<file path="src/hdl/sdgq_pkg.sv">
// ----------------------------------------------------------------------------
// sdgq_pkg: shared types and constants
// Field widths, reset values and chain control types for the grant queue.
// ----------------------------------------------------------------------------
`default_nettype none
package sdgq_pkg;

  localparam int DL_DEPTH_DEF = 16;
  localparam int UL_DEPTH_DEF = 8;
  localparam int MAX_RESULTS  = 16;

  localparam int SLOT_W = 20;
  localparam int RNTI_W = 16;
  localparam int PRB_W  = 9;
  localparam int MCS_W  = 5;
  localparam int INFO_W = 32;
  localparam int KIND_W = 2;
  localparam int MAXC_W = 5;

  // downlink entry: kind, slot, rnti, prb_first, prb_count, mcs
  localparam int DL_W = KIND_W + SLOT_W + RNTI_W + PRB_W + PRB_W + MCS_W;
  // uplink entry: slot, info
  localparam int UL_W = SLOT_W + INFO_W;

  localparam logic [PRB_W-1:0] RAR_PRB_FIRST_RST  = 9'd44;
  localparam logic [PRB_W-1:0] RAR_PRB_COUNT_RST  = 9'd12;
  localparam logic [PRB_W-1:0] MSG4_PRB_FIRST_RST = 9'd48;
  localparam logic [PRB_W-1:0] MSG4_PRB_COUNT_RST = 9'd16;
  localparam logic [MCS_W-1:0] GRANT_MCS_RST      = 5'd4;

  typedef enum logic [1:0] {
    ACT_QUEUE_RAR  = 2'd0,
    ACT_QUEUE_MSG4 = 2'd1,
    ACT_POP_DL     = 2'd2,
    ACT_POP_UL     = 2'd3
  } action_t;

  typedef enum logic [KIND_W-1:0] {
    KIND_STATUS = 2'd0,
    KIND_RAR    = 2'd1,
    KIND_MSG4   = 2'd2,
    KIND_MSG3   = 2'd3
  } kind_t;

  typedef enum logic [2:0] {
    REG_RAR_PRB_FIRST  = 3'd0,
    REG_RAR_PRB_COUNT  = 3'd1,
    REG_MSG4_PRB_FIRST = 3'd2,
    REG_MSG4_PRB_COUNT = 3'd3,
    REG_GRANT_MCS      = 3'd4
  } reg_idx_t;

  // chain control: append, take head, take head and re-append at tail
  typedef struct packed {
    logic push;
    logic pop;
    logic keep;
  } chain_ctl_t;

  // per-cell control
  typedef struct packed {
    logic write;
    logic shift;
  } cell_ctl_t;

endpackage
`default_nettype wire

</file>
<file path="src/hdl/sdgq_cell.sv">
// ----------------------------------------------------------------------------
// sdgq_cell: one table cell
// Holds one entry; loads new data, takes its neighbor's entry, or holds.
// ----------------------------------------------------------------------------
`default_nettype none
module sdgq_cell
  import sdgq_pkg::*;
#(
  parameter int WIDTH = 8
) (
  input  wire logic             clk,
  input  wire cell_ctl_t        ctl,
  input  wire logic [WIDTH-1:0] din,
  input  wire logic [WIDTH-1:0] nbr,
  output logic      [WIDTH-1:0] q
);

  always_ff @(posedge clk) begin
    if (ctl.write) begin
      q <= din;
    end else if (ctl.shift) begin
      q <= nbr;
    end
  end

endmodule
`default_nettype wire

</file>
<file path="src/hdl/sdgq_chain.sv">
// ----------------------------------------------------------------------------
// sdgq_chain: ordered table as a row of cells
// Entries sit at cells 0..cnt-1; a pop shifts toward cell 0, a kept head
// goes back in at the tail.
// ----------------------------------------------------------------------------
`default_nettype none
module sdgq_chain
  import sdgq_pkg::*;
#(
  parameter int DEPTH = 16,
  parameter int WIDTH = 8,
  localparam int CW = $clog2(DEPTH + 1)
) (
  input  wire logic             clk,
  input  wire logic             rst,
  input  wire chain_ctl_t       ctl,
  input  wire logic [WIDTH-1:0] din,
  output logic      [WIDTH-1:0] head,
  output logic      [CW-1:0]    cnt,
  output logic                  full
);

  logic [WIDTH-1:0] q [DEPTH];
  logic [CW-1:0]    tail;

  assign head = q[0];
  assign full = (cnt == CW'(DEPTH));
  assign tail = cnt - CW'(1);

  for (genvar i = 0; i < DEPTH; i++) begin : g_cell
    cell_ctl_t        cc;
    logic [WIDTH-1:0] cd;
    logic [WIDTH-1:0] nb;

    always_comb begin
      cc.shift = ctl.pop;
      cc.write = (ctl.push && cnt == CW'(i)) ||
                 (ctl.pop && ctl.keep && tail == CW'(i));
      cd = ctl.push ? din : q[0];
    end

    if (i == DEPTH - 1) begin : g_end
      assign nb = q[i];
    end else begin : g_mid
      assign nb = q[i+1];
    end

    sdgq_cell #(.WIDTH(WIDTH)) u_cell (
      .clk (clk),
      .ctl (cc),
      .din (cd),
      .nbr (nb),
      .q   (q[i])
    );
  end

  always_ff @(posedge clk) begin
    if (rst) begin
      cnt <= '0;
    end else if (ctl.push) begin
      cnt <= cnt + CW'(1);
    end else if (ctl.pop && !ctl.keep) begin
      cnt <= cnt - CW'(1);
    end
  end

endmodule
`default_nettype wire

</file>
<file path="src/hdl/slot_due_grant_queue.sv">
// ----------------------------------------------------------------------------
// slot_due_grant_queue: slot-tagged pending grant queue
// Two ordered tables (downlink grants, Msg3 uplink grants) built as cell
// chains. Queue requests append; pop requests scan, emit due grants, compact.
// ----------------------------------------------------------------------------
// A queue request moves to S_REPLY, where its status is registered once the
// output is free. A pop walks its table one entry a cycle through the chain
// head, unless a due entry waits on a stalled output; it then passes S_FINISH,
// which registers its final result. A new request is taken only in S_IDLE,
// once the previous one is through. The output register lets the next
// request be accepted while the final result still waits.
// Reset (rst, synchronous) empties both tables and reloads the registers.
// ----------------------------------------------------------------------------
`default_nettype none
module slot_due_grant_queue
  import sdgq_pkg::*;
#(
  parameter int DOWNLINK_DEPTH = DL_DEPTH_DEF,
  parameter int UPLINK_DEPTH   = UL_DEPTH_DEF
) (
  input  wire logic              clk,
  input  wire logic              rst,
  // configuration
  input  wire logic              cfg_we,
  input  wire logic [2:0]        cfg_index,
  input  wire logic [PRB_W-1:0]  cfg_data,
  // request channel
  input  wire logic              in_valid,
  output logic                   in_stall,
  input  wire logic [1:0]        action,
  input  wire logic [SLOT_W-1:0] slot,
  input  wire logic [RNTI_W-1:0] rnti,
  input  wire logic [SLOT_W-1:0] msg3_slot,
  input  wire logic [INFO_W-1:0] msg3_info,
  input  wire logic [MAXC_W-1:0] max_count,
  // result channel
  output logic                   out_valid,
  input  wire logic              out_stall,
  output logic [KIND_W-1:0]      kind,
  output logic                   accepted,
  output logic [SLOT_W-1:0]      grant_slot,
  output logic [RNTI_W-1:0]      grant_rnti,
  output logic [PRB_W-1:0]       prb_first,
  output logic [PRB_W-1:0]       prb_count,
  output logic [MCS_W-1:0]       mcs,
  output logic [INFO_W-1:0]      uplink_info,
  output logic                   last
);

  localparam int DCW  = $clog2(DOWNLINK_DEPTH + 1);
  localparam int UCW  = $clog2(UPLINK_DEPTH + 1);
  localparam int MAXD = (DOWNLINK_DEPTH > UPLINK_DEPTH) ? DOWNLINK_DEPTH : UPLINK_DEPTH;
  localparam int SW   = $clog2(MAXD + 1);

  typedef enum logic [1:0] {
    S_IDLE,
    S_REPLY,
    S_SCAN,
    S_FINISH
  } state_t;

  // one result word, also used for the held-back grant
  typedef struct packed {
    logic [KIND_W-1:0] kind;
    logic [SLOT_W-1:0] slot;
    logic [RNTI_W-1:0] rnti;
    logic [PRB_W-1:0]  pf;
    logic [PRB_W-1:0]  pc;
    logic [MCS_W-1:0]  mcs;
    logic [INFO_W-1:0] info;
  } res_t;

  // configuration registers
  logic [PRB_W-1:0] rar_prb_first, rar_prb_count, msg4_prb_first, msg4_prb_count;
  logic [MCS_W-1:0] grant_mcs;

  always_ff @(posedge clk) begin
    if (rst) begin
      rar_prb_first  <= RAR_PRB_FIRST_RST;
      rar_prb_count  <= RAR_PRB_COUNT_RST;
      msg4_prb_first <= MSG4_PRB_FIRST_RST;
      msg4_prb_count <= MSG4_PRB_COUNT_RST;
      grant_mcs      <= GRANT_MCS_RST;
    end else if (cfg_we) begin
      unique case (cfg_index)
        REG_RAR_PRB_FIRST:  rar_prb_first  <= cfg_data;
        REG_RAR_PRB_COUNT:  rar_prb_count  <= cfg_data;
        REG_MSG4_PRB_FIRST: msg4_prb_first <= cfg_data;
        REG_MSG4_PRB_COUNT: msg4_prb_count <= cfg_data;
        REG_GRANT_MCS:      grant_mcs      <= cfg_data[MCS_W-1:0];
        default: ;
      endcase
    end
  end

  // control state
  state_t            state;
  logic              sel_ul;     // scan works on the uplink table
  logic [SW-1:0]     steps;      // entries left to visit
  logic [MAXC_W-1:0] emitted;
  logic [MAXC_W-1:0] maxc;       // clamped max_count
  logic [SLOT_W-1:0] pop_slot;
  logic              reply_ok;
  logic              pvalid;     // a grant is held until we know if it is last
  res_t              pend;

  // chains
  chain_ctl_t      dl_ctl, ul_ctl;
  logic [DL_W-1:0] dl_din, dl_head;
  logic [UL_W-1:0] ul_din, ul_head;
  logic [DCW-1:0]  dl_cnt;
  logic [UCW-1:0]  ul_cnt;
  logic            dl_full, ul_full;

  sdgq_chain #(.DEPTH(DOWNLINK_DEPTH), .WIDTH(DL_W)) u_dl (
    .clk (clk), .rst (rst), .ctl (dl_ctl), .din (dl_din),
    .head (dl_head), .cnt (dl_cnt), .full (dl_full)
  );

  sdgq_chain #(.DEPTH(UPLINK_DEPTH), .WIDTH(UL_W)) u_ul (
    .clk (clk), .rst (rst), .ctl (ul_ctl), .din (ul_din),
    .head (ul_head), .cnt (ul_cnt), .full (ul_full)
  );

  // request decode
  logic    in_acc;
  action_t act;
  logic    rar_ok, msg4_ok;

  assign in_stall = (state != S_IDLE);
  assign in_acc   = in_valid && !in_stall;
  assign act      = action_t'(action);
  assign rar_ok   = !dl_full && !ul_full;
  assign msg4_ok  = !dl_full;

  // head entry as a result word
  res_t head_res;
  logic head_due;

  always_comb begin
    head_res = '0;
    if (sel_ul) begin
      head_res.kind = KIND_MSG3;
      {head_res.slot, head_res.info} = ul_head;
    end else begin
      {head_res.kind, head_res.slot, head_res.rnti,
       head_res.pf, head_res.pc, head_res.mcs} = dl_head;
    end
  end

  assign head_due = (head_res.slot == pop_slot) && (emitted < maxc);

  // output side
  logic out_free;
  logic scan_step, scan_emit;
  logic out_load;

  assign out_free  = !out_valid || !out_stall;
  // a due entry may only leave when the held grant can go to the output
  assign scan_emit = (state == S_SCAN) && (steps != '0) && head_due &&
                     (!pvalid || out_free);
  assign scan_step = (state == S_SCAN) && (steps != '0) && (!head_due || scan_emit);
  // output register takes a new result this cycle
  assign out_load  = ((state == S_REPLY || state == S_FINISH) && out_free) ||
                     (scan_emit && pvalid);

  always_comb begin
    dl_ctl = '0;
    ul_ctl = '0;
    dl_din = {KIND_MSG4, slot, rnti, msg4_prb_first, msg4_prb_count, grant_mcs};
    ul_din = {msg3_slot, msg3_info};
    if (in_acc && act == ACT_QUEUE_RAR && rar_ok) begin
      dl_din      = {KIND_RAR, slot, rnti, rar_prb_first, rar_prb_count, grant_mcs};
      dl_ctl.push = 1'b1;
      ul_ctl.push = 1'b1;
    end else if (in_acc && act == ACT_QUEUE_MSG4 && msg4_ok) begin
      dl_ctl.push = 1'b1;
    end
    if (scan_step) begin
      if (sel_ul) begin
        ul_ctl.pop  = 1'b1;
        ul_ctl.keep = !scan_emit;
      end else begin
        dl_ctl.pop  = 1'b1;
        dl_ctl.keep = !scan_emit;
      end
    end
  end

  // output valid: set on a load, cleared once the result is taken
  always_ff @(posedge clk) begin
    if (rst) begin
      out_valid <= 1'b0;
    end else if (out_load) begin
      out_valid <= 1'b1;
    end else if (!out_stall) begin
      out_valid <= 1'b0;
    end
  end

  // sequencer and output register
  always_ff @(posedge clk) begin
    if (rst) begin
      state     <= S_IDLE;
      pvalid    <= 1'b0;
    end else begin
      unique case (state)
        S_IDLE: begin
          if (in_acc) begin
            pop_slot <= slot;
            maxc     <= (max_count > MAXC_W'(MAX_RESULTS)) ? MAXC_W'(MAX_RESULTS)
                                                           : max_count;
            emitted  <= '0;
            pvalid   <= 1'b0;
            unique case (act)
              ACT_QUEUE_RAR: begin
                reply_ok <= rar_ok;
                state    <= S_REPLY;
              end
              ACT_QUEUE_MSG4: begin
                reply_ok <= msg4_ok;
                state    <= S_REPLY;
              end
              ACT_POP_DL: begin
                sel_ul <= 1'b0;
                steps  <= SW'(dl_cnt);
                state  <= S_SCAN;
              end
              default: begin
                sel_ul <= 1'b1;
                steps  <= SW'(ul_cnt);
                state  <= S_SCAN;
              end
            endcase
          end
        end
        S_REPLY: begin
          if (out_free) begin
            kind        <= KIND_STATUS;
            accepted    <= reply_ok;
            grant_slot  <= '0;
            grant_rnti  <= '0;
            prb_first   <= '0;
            prb_count   <= '0;
            mcs         <= '0;
            uplink_info <= '0;
            last        <= 1'b1;
            state       <= S_IDLE;
          end
        end
        S_SCAN: begin
          if (steps == '0) begin
            state <= S_FINISH;
          end else if (scan_step) begin
            steps <= steps - SW'(1);
            if (scan_emit) begin
              if (pvalid) begin
                // an earlier grant is now known not to be the final one
                kind        <= pend.kind;
                accepted    <= 1'b0;
                grant_slot  <= pend.slot;
                grant_rnti  <= pend.rnti;
                prb_first   <= pend.pf;
                prb_count   <= pend.pc;
                mcs         <= pend.mcs;
                uplink_info <= pend.info;
                last        <= 1'b0;
              end
              pend    <= head_res;
              pvalid  <= 1'b1;
              emitted <= emitted + MAXC_W'(1);
            end
          end
        end
        S_FINISH: begin
          if (out_free) begin
            // held grant closes the burst; with none, a bare status result
            accepted    <= 1'b0;
            last        <= 1'b1;
            kind        <= pvalid ? pend.kind : KIND_STATUS;
            grant_slot  <= pvalid ? pend.slot : '0;
            grant_rnti  <= pvalid ? pend.rnti : '0;
            prb_first   <= pvalid ? pend.pf   : '0;
            prb_count   <= pvalid ? pend.pc   : '0;
            mcs         <= pvalid ? pend.mcs  : '0;
            uplink_info <= pvalid ? pend.info : '0;
            pvalid      <= 1'b0;
            state       <= S_IDLE;
          end
        end
        default: state <= S_IDLE;
      endcase
    end
  end

`ifndef SYNTHESIS
  // held grant exists only while a pop is under way
  a_pend_in_pop: assert property (@(posedge clk) disable iff (rst)
    pvalid |-> (state == S_SCAN || state == S_FINISH))
    else $error("held grant outside a pop");

  // a pop never emits more than the clamped count
  a_emit_bound: assert property (@(posedge clk) disable iff (rst)
    (state == S_SCAN) |-> (emitted <= maxc))
    else $error("pop emitted past max_count");

  // an emitted grant never overwrites an output still waiting
  a_no_overrun: assert property (@(posedge clk) disable iff (rst)
    (scan_emit && pvalid) |-> out_free)
    else $error("result overwritten while stalled");

  // downlink queue never grows past its depth
  a_dl_bound: assert property (@(posedge clk) disable iff (rst)
    dl_ctl.push |-> !dl_full)
    else $error("downlink push into full table");
`endif

endmodule
`default_nettype wire
</file>
<file path="config.mk">
export PLATFORM = sky130hd
export DESIGN_NAME = slot_due_grant_queue
export DESIGN_NICKNAME = d
export VERILOG_FILES = /design/src/hdl/sdgq_pkg.sv /design/src/hdl/sdgq_cell.sv /design/src/hdl/sdgq_chain.sv /design/src/hdl/slot_due_grant_queue.sv
export SDC_FILE = /design/constraint.sdc
export NUM_CORES = 2
export LEC_CHECK = 0
export BUFFER_PORTS_ARGS = -buffer_cell sky130_fd_sc_hd__buf_2
export CAP_MARGIN = 40
export CORE_MARGIN = 2
export CORE_UTILIZATION = 55
export CTS_CLUSTER_DIAMETER = 120
export CTS_CLUSTER_SIZE = 28
export DETAILED_ROUTE_END_ITERATION = 12
export GPL_TIMING_DRIVEN = 1
export PLACE_DENSITY_LB_ADDON = 0.12
export SLEW_MARGIN = 20
export SYNTH_ARGS = -nofsm -noshare
export SYNTH_HDL_FRONTEND = slang
export SYNTH_SLANG_ARGS = --single-unit
</file>
<file path="constraint.sdc">
create_clock -name clk -period 13.56 [get_ports clk]
set_clock_uncertainty 0.1 [all_clocks]
set_input_delay 0.678 -clock clk [delete_from_list [all_inputs] [get_ports clk]]
set_output_delay 0.678 -clock clk [all_outputs]
set_load 0.1 [all_outputs]
</file>
==> summary.md <==
| Metric | Value |
|---|---|
| Outcome | completed |
| Crit end category | flip-flop |
| Clock tree sinks | 1,671 |
| Max IR drop VDD | 0.0890 mV |
| Wire per inst | 25.0 um |
| Register area share after synthesis | 70.2% |
| Synthesis Warnings | 0 |
| Fillers | 9,518 |
| Count leader, synth | edfxtp_1 |
| Leak | 24.9 nW |
| Cells after Synth | 4,099 |
| Initial antenna violation count | 10 |
| Worst path bufs/invs | 5 |
| PwrDens | 120 nW/um^2 |
| #FFs+latches synth | 1,671 |
| Reg2Reg Launch Point | sel_ul |
| Share of layout cells above drive strength 1 | 38.8% |
| Period utilization | 42.2% |
| Synthesized area | 70,700 um^2 |
| Remaining antenna violation count | 0 |
| # nets final | 4,364 |
| Sequential cell area | 49,600 um^2 |
| Drt pass-1 iters | 5 |
| MaxCap Viol Count | 0 |
| Crit path time final | 5.72 ns |
| Dominant cells by area after synthesis | edfxtp_1 69%, mux2_2 19%, mux2_1 2.8% |
| Hold path depth | 1 |
| DR iter-0 viols | 3,193 |
| Die footprint | 132,000 um^2 |
| R2R Path End | grant_rnti[15] |
| Postcts setup bufs | 0 |
| CTS tree | done |
| Avg Cell Area, Syn | 17.3 um^2 |
| Crit path setup slack, layout | 7.84 ns |
| CP Max Fanout | 39 |
| CTS Hold Buffers Added | 0 |
| I/O pin count | 209 |
| CP top delay family | buffers and inverters |
| Post-synth cell types | 62 |
| Final instance area | 76,600 um^2 |
| Post-DP HPWL | 91,600 um |
| CP Class | reg2reg |
| Root buffer cell | clkbuf_16 |
| Cell Area, Placed | 74,700 um^2 |
| Clock Latency Late Sink | 0.69 ns |
| Setup TNS | 0 ns |
| Slew @ Worst Pin | 0.859 ns |
| Pre-CTS setup slack | 7.44 ns |
| Register-to-Register Path Depth | 12 |
| GR Util All Layers | 22.5% |
| Clk slew on worst S/H paths | 0.11 ns |
| Total power | 9.21 mW |
| Vias in the first global route | 35,000 |
| Critical path, cell by cell | buf_4 > buf_4 > mux2_2 > xor2_1 > nor4_1 > nand4_2 > nor2_4 > buf_4 > nand4_1 > a221oi_4 > buf_4 > buf_4 |
| Final wirelength | 148,000 um |
| CP Launch Type | flip-flop |
| Final setup violation count | 0 |
| Rel. slew slack | 42.7% |
| CP peak stage delay | 0.64 ns |
| Synth Flop Type | edfxtp_1 |
| Max Slew Vio Count | 0 |
| GRT Residual Overflow | 0 |
| Post-synth top area share | 68.6% |
| Synth async-reset ratio | 0% |
| Site row count | 131 |
| Core area | 128,000 um^2 |
| Largest net degree at the start of global routing | 57 |
| CP required | 13.77 ns |
| Cts repair resizes | 0 |
| R2r setup slk | 7.84 ns |
| Fin. Hold Viols | 0 |
| Critical path's slowest cell | buf_4 |
| Final Wtd Congestion | 0.801 |
| Critical path's most frequent cell | buf_4 |
| Fmax | 175 MHz |
| RSZ-0062 raised after global routing | false |
| Yosys top cell by area | edfxtp_1 |
| CTS H-Tree Depth | 3 |
| Port buffer count | 208 |
| Num CTS Buffers | 69 |
| Hold worst-path end | pop_slot[17] |
| Initial Utilization | 55.4% |
| Via density | 5.89 |
| Syn_nets | 4,231 |
| Die span in y | 363 um |
| Post-synth EDFFs | 1,617 |
| Synth cell count leaders | 1,617 x edfxtp_1, 1,175 x mux2_2, 277 x nand2_1 |
| CP Data Arrival Time | 5.93 ns |
| Multi-input logic area | 20,200 um^2 |
| Area Growth Syn to Fin | 8.29% |
| Via count | 34,900 |
| Post-layout util | 60.0% |
| Hold path startpoint | slot[17] |
| Die width | 363 um |
| First-pass GRT wire length | 224,000 um |
| Clock buffer depth | 3 |
| Worst Hold Class | in2reg |
| Drt drc | 0 |
[final cells by class]
type	instances	area share (%)
inverters	19	0.0931
multi-input cells	2147	26.4
well taps	1662	2.71
clock inverters	7	0.106
flip-flops and latches	1671	64.8
repair buffers	324	3.48
diodes	2	0.00653
clock buffers	90	2.41
[per-stage QoR]
step	hold slack, ns	std cells
2_1_floorplan	0.336	4099
3_3_place_gp	0.341	5769
3_5_place_dp	0.347	5821
4_1_cts	0.0356	5918
5_1_grt	0.0397	5920
6_report	0.0809	5922
[per-layer routing]
layer | vias up | GRT usage, % | part of all wire (%)
li1 | 15800 | - | -
met1 | 18100 | 31.5 | 44
met2 | 864 | 37.3 | 49
met3 | 174 | 3.48 | 5.5
met4 | 6 | 5.29 | 2.4
met5 | - | 0 | 0.019
[power by group]
| part | switching (mW) | internal [mW] | leakage [nW] |
|---|---|---|---|
| registers | 0.0636 | 5.89 | 15.3 |
| logic | 0.507 | 0.229 | 8.73 |
| clock network | 1.53 | 0.997 | 0.934 |
[logic make-up after synthesis]
group	share of synthesized area, %
DFF	70.2
buffers and inverters	1.85
muxes	22.0
xor gates and xnor gates	0.359
and+or+nand+nor	4.15
adders and majority gates	0.354
AOI/OAI and AO/OA	1.17
[cell usage in the layout (no fill, tap or decap), drive strengths merged, types with 8 or more instances in the layout]
cell type  count
and2         130
and3           8
a21oi         41
inv           23
nor2          42
dfxtp         54
buf          324
o31ai         20
o21ai         35
mux2i         31
nor3          13
mux2        1351
edfxtp      1617
nand2        277
nor2b         49
nand3         35
ha            20
xor2          26
clkbuf        90
[how the worst max path moves through the flow]
stage / startpoint / to / slack [ns] / cells past startpoint
floorplan: sel_ul / accepted / 3.47 / 11
global placement: sel_ul / grant_rnti[11] / 7.51 / 12
detailed placement: sel_ul / grant_rnti[15] / 7.44 / 12
CTS: sel_ul / grant_rnti[8] / 7.40 / 12
global route: sel_ul / grant_rnti[15] / 7.49 / 12
finish: sel_ul / grant_rnti[15] / 7.84 / 12
[state kept, by name (all words and copies together) (netlist names), 9 cells and up]
name,flops
prb_first,9
rar_prb_first,9
grant_rnti,16
rar_prb_count,9
grant_slot,20
msg4_prb_count,9
pop_slot,20
u_dl.g_cell.u_cell.q,976
pend,93
prb_count,9
msg4_prb_first,9
u_ul.g_cell.u_cell.q,416
uplink_info,32
[worst reg2reg max path, cell delays in order, from the launching register on]
cell and delay (ns):
edfxtp_1 0.36, buf_4 0.47, buf_4 0.62, mux2_2 0.46, xor2_1 0.17, nor4_1 0.33, nand4_2 0.32, nor2_4 0.18
buf_4 0.64, nand4_1 0.31, a221oi_4 0.28, buf_4 0.40, buf_4 0.59
Power figures use the tool's default switching activity.
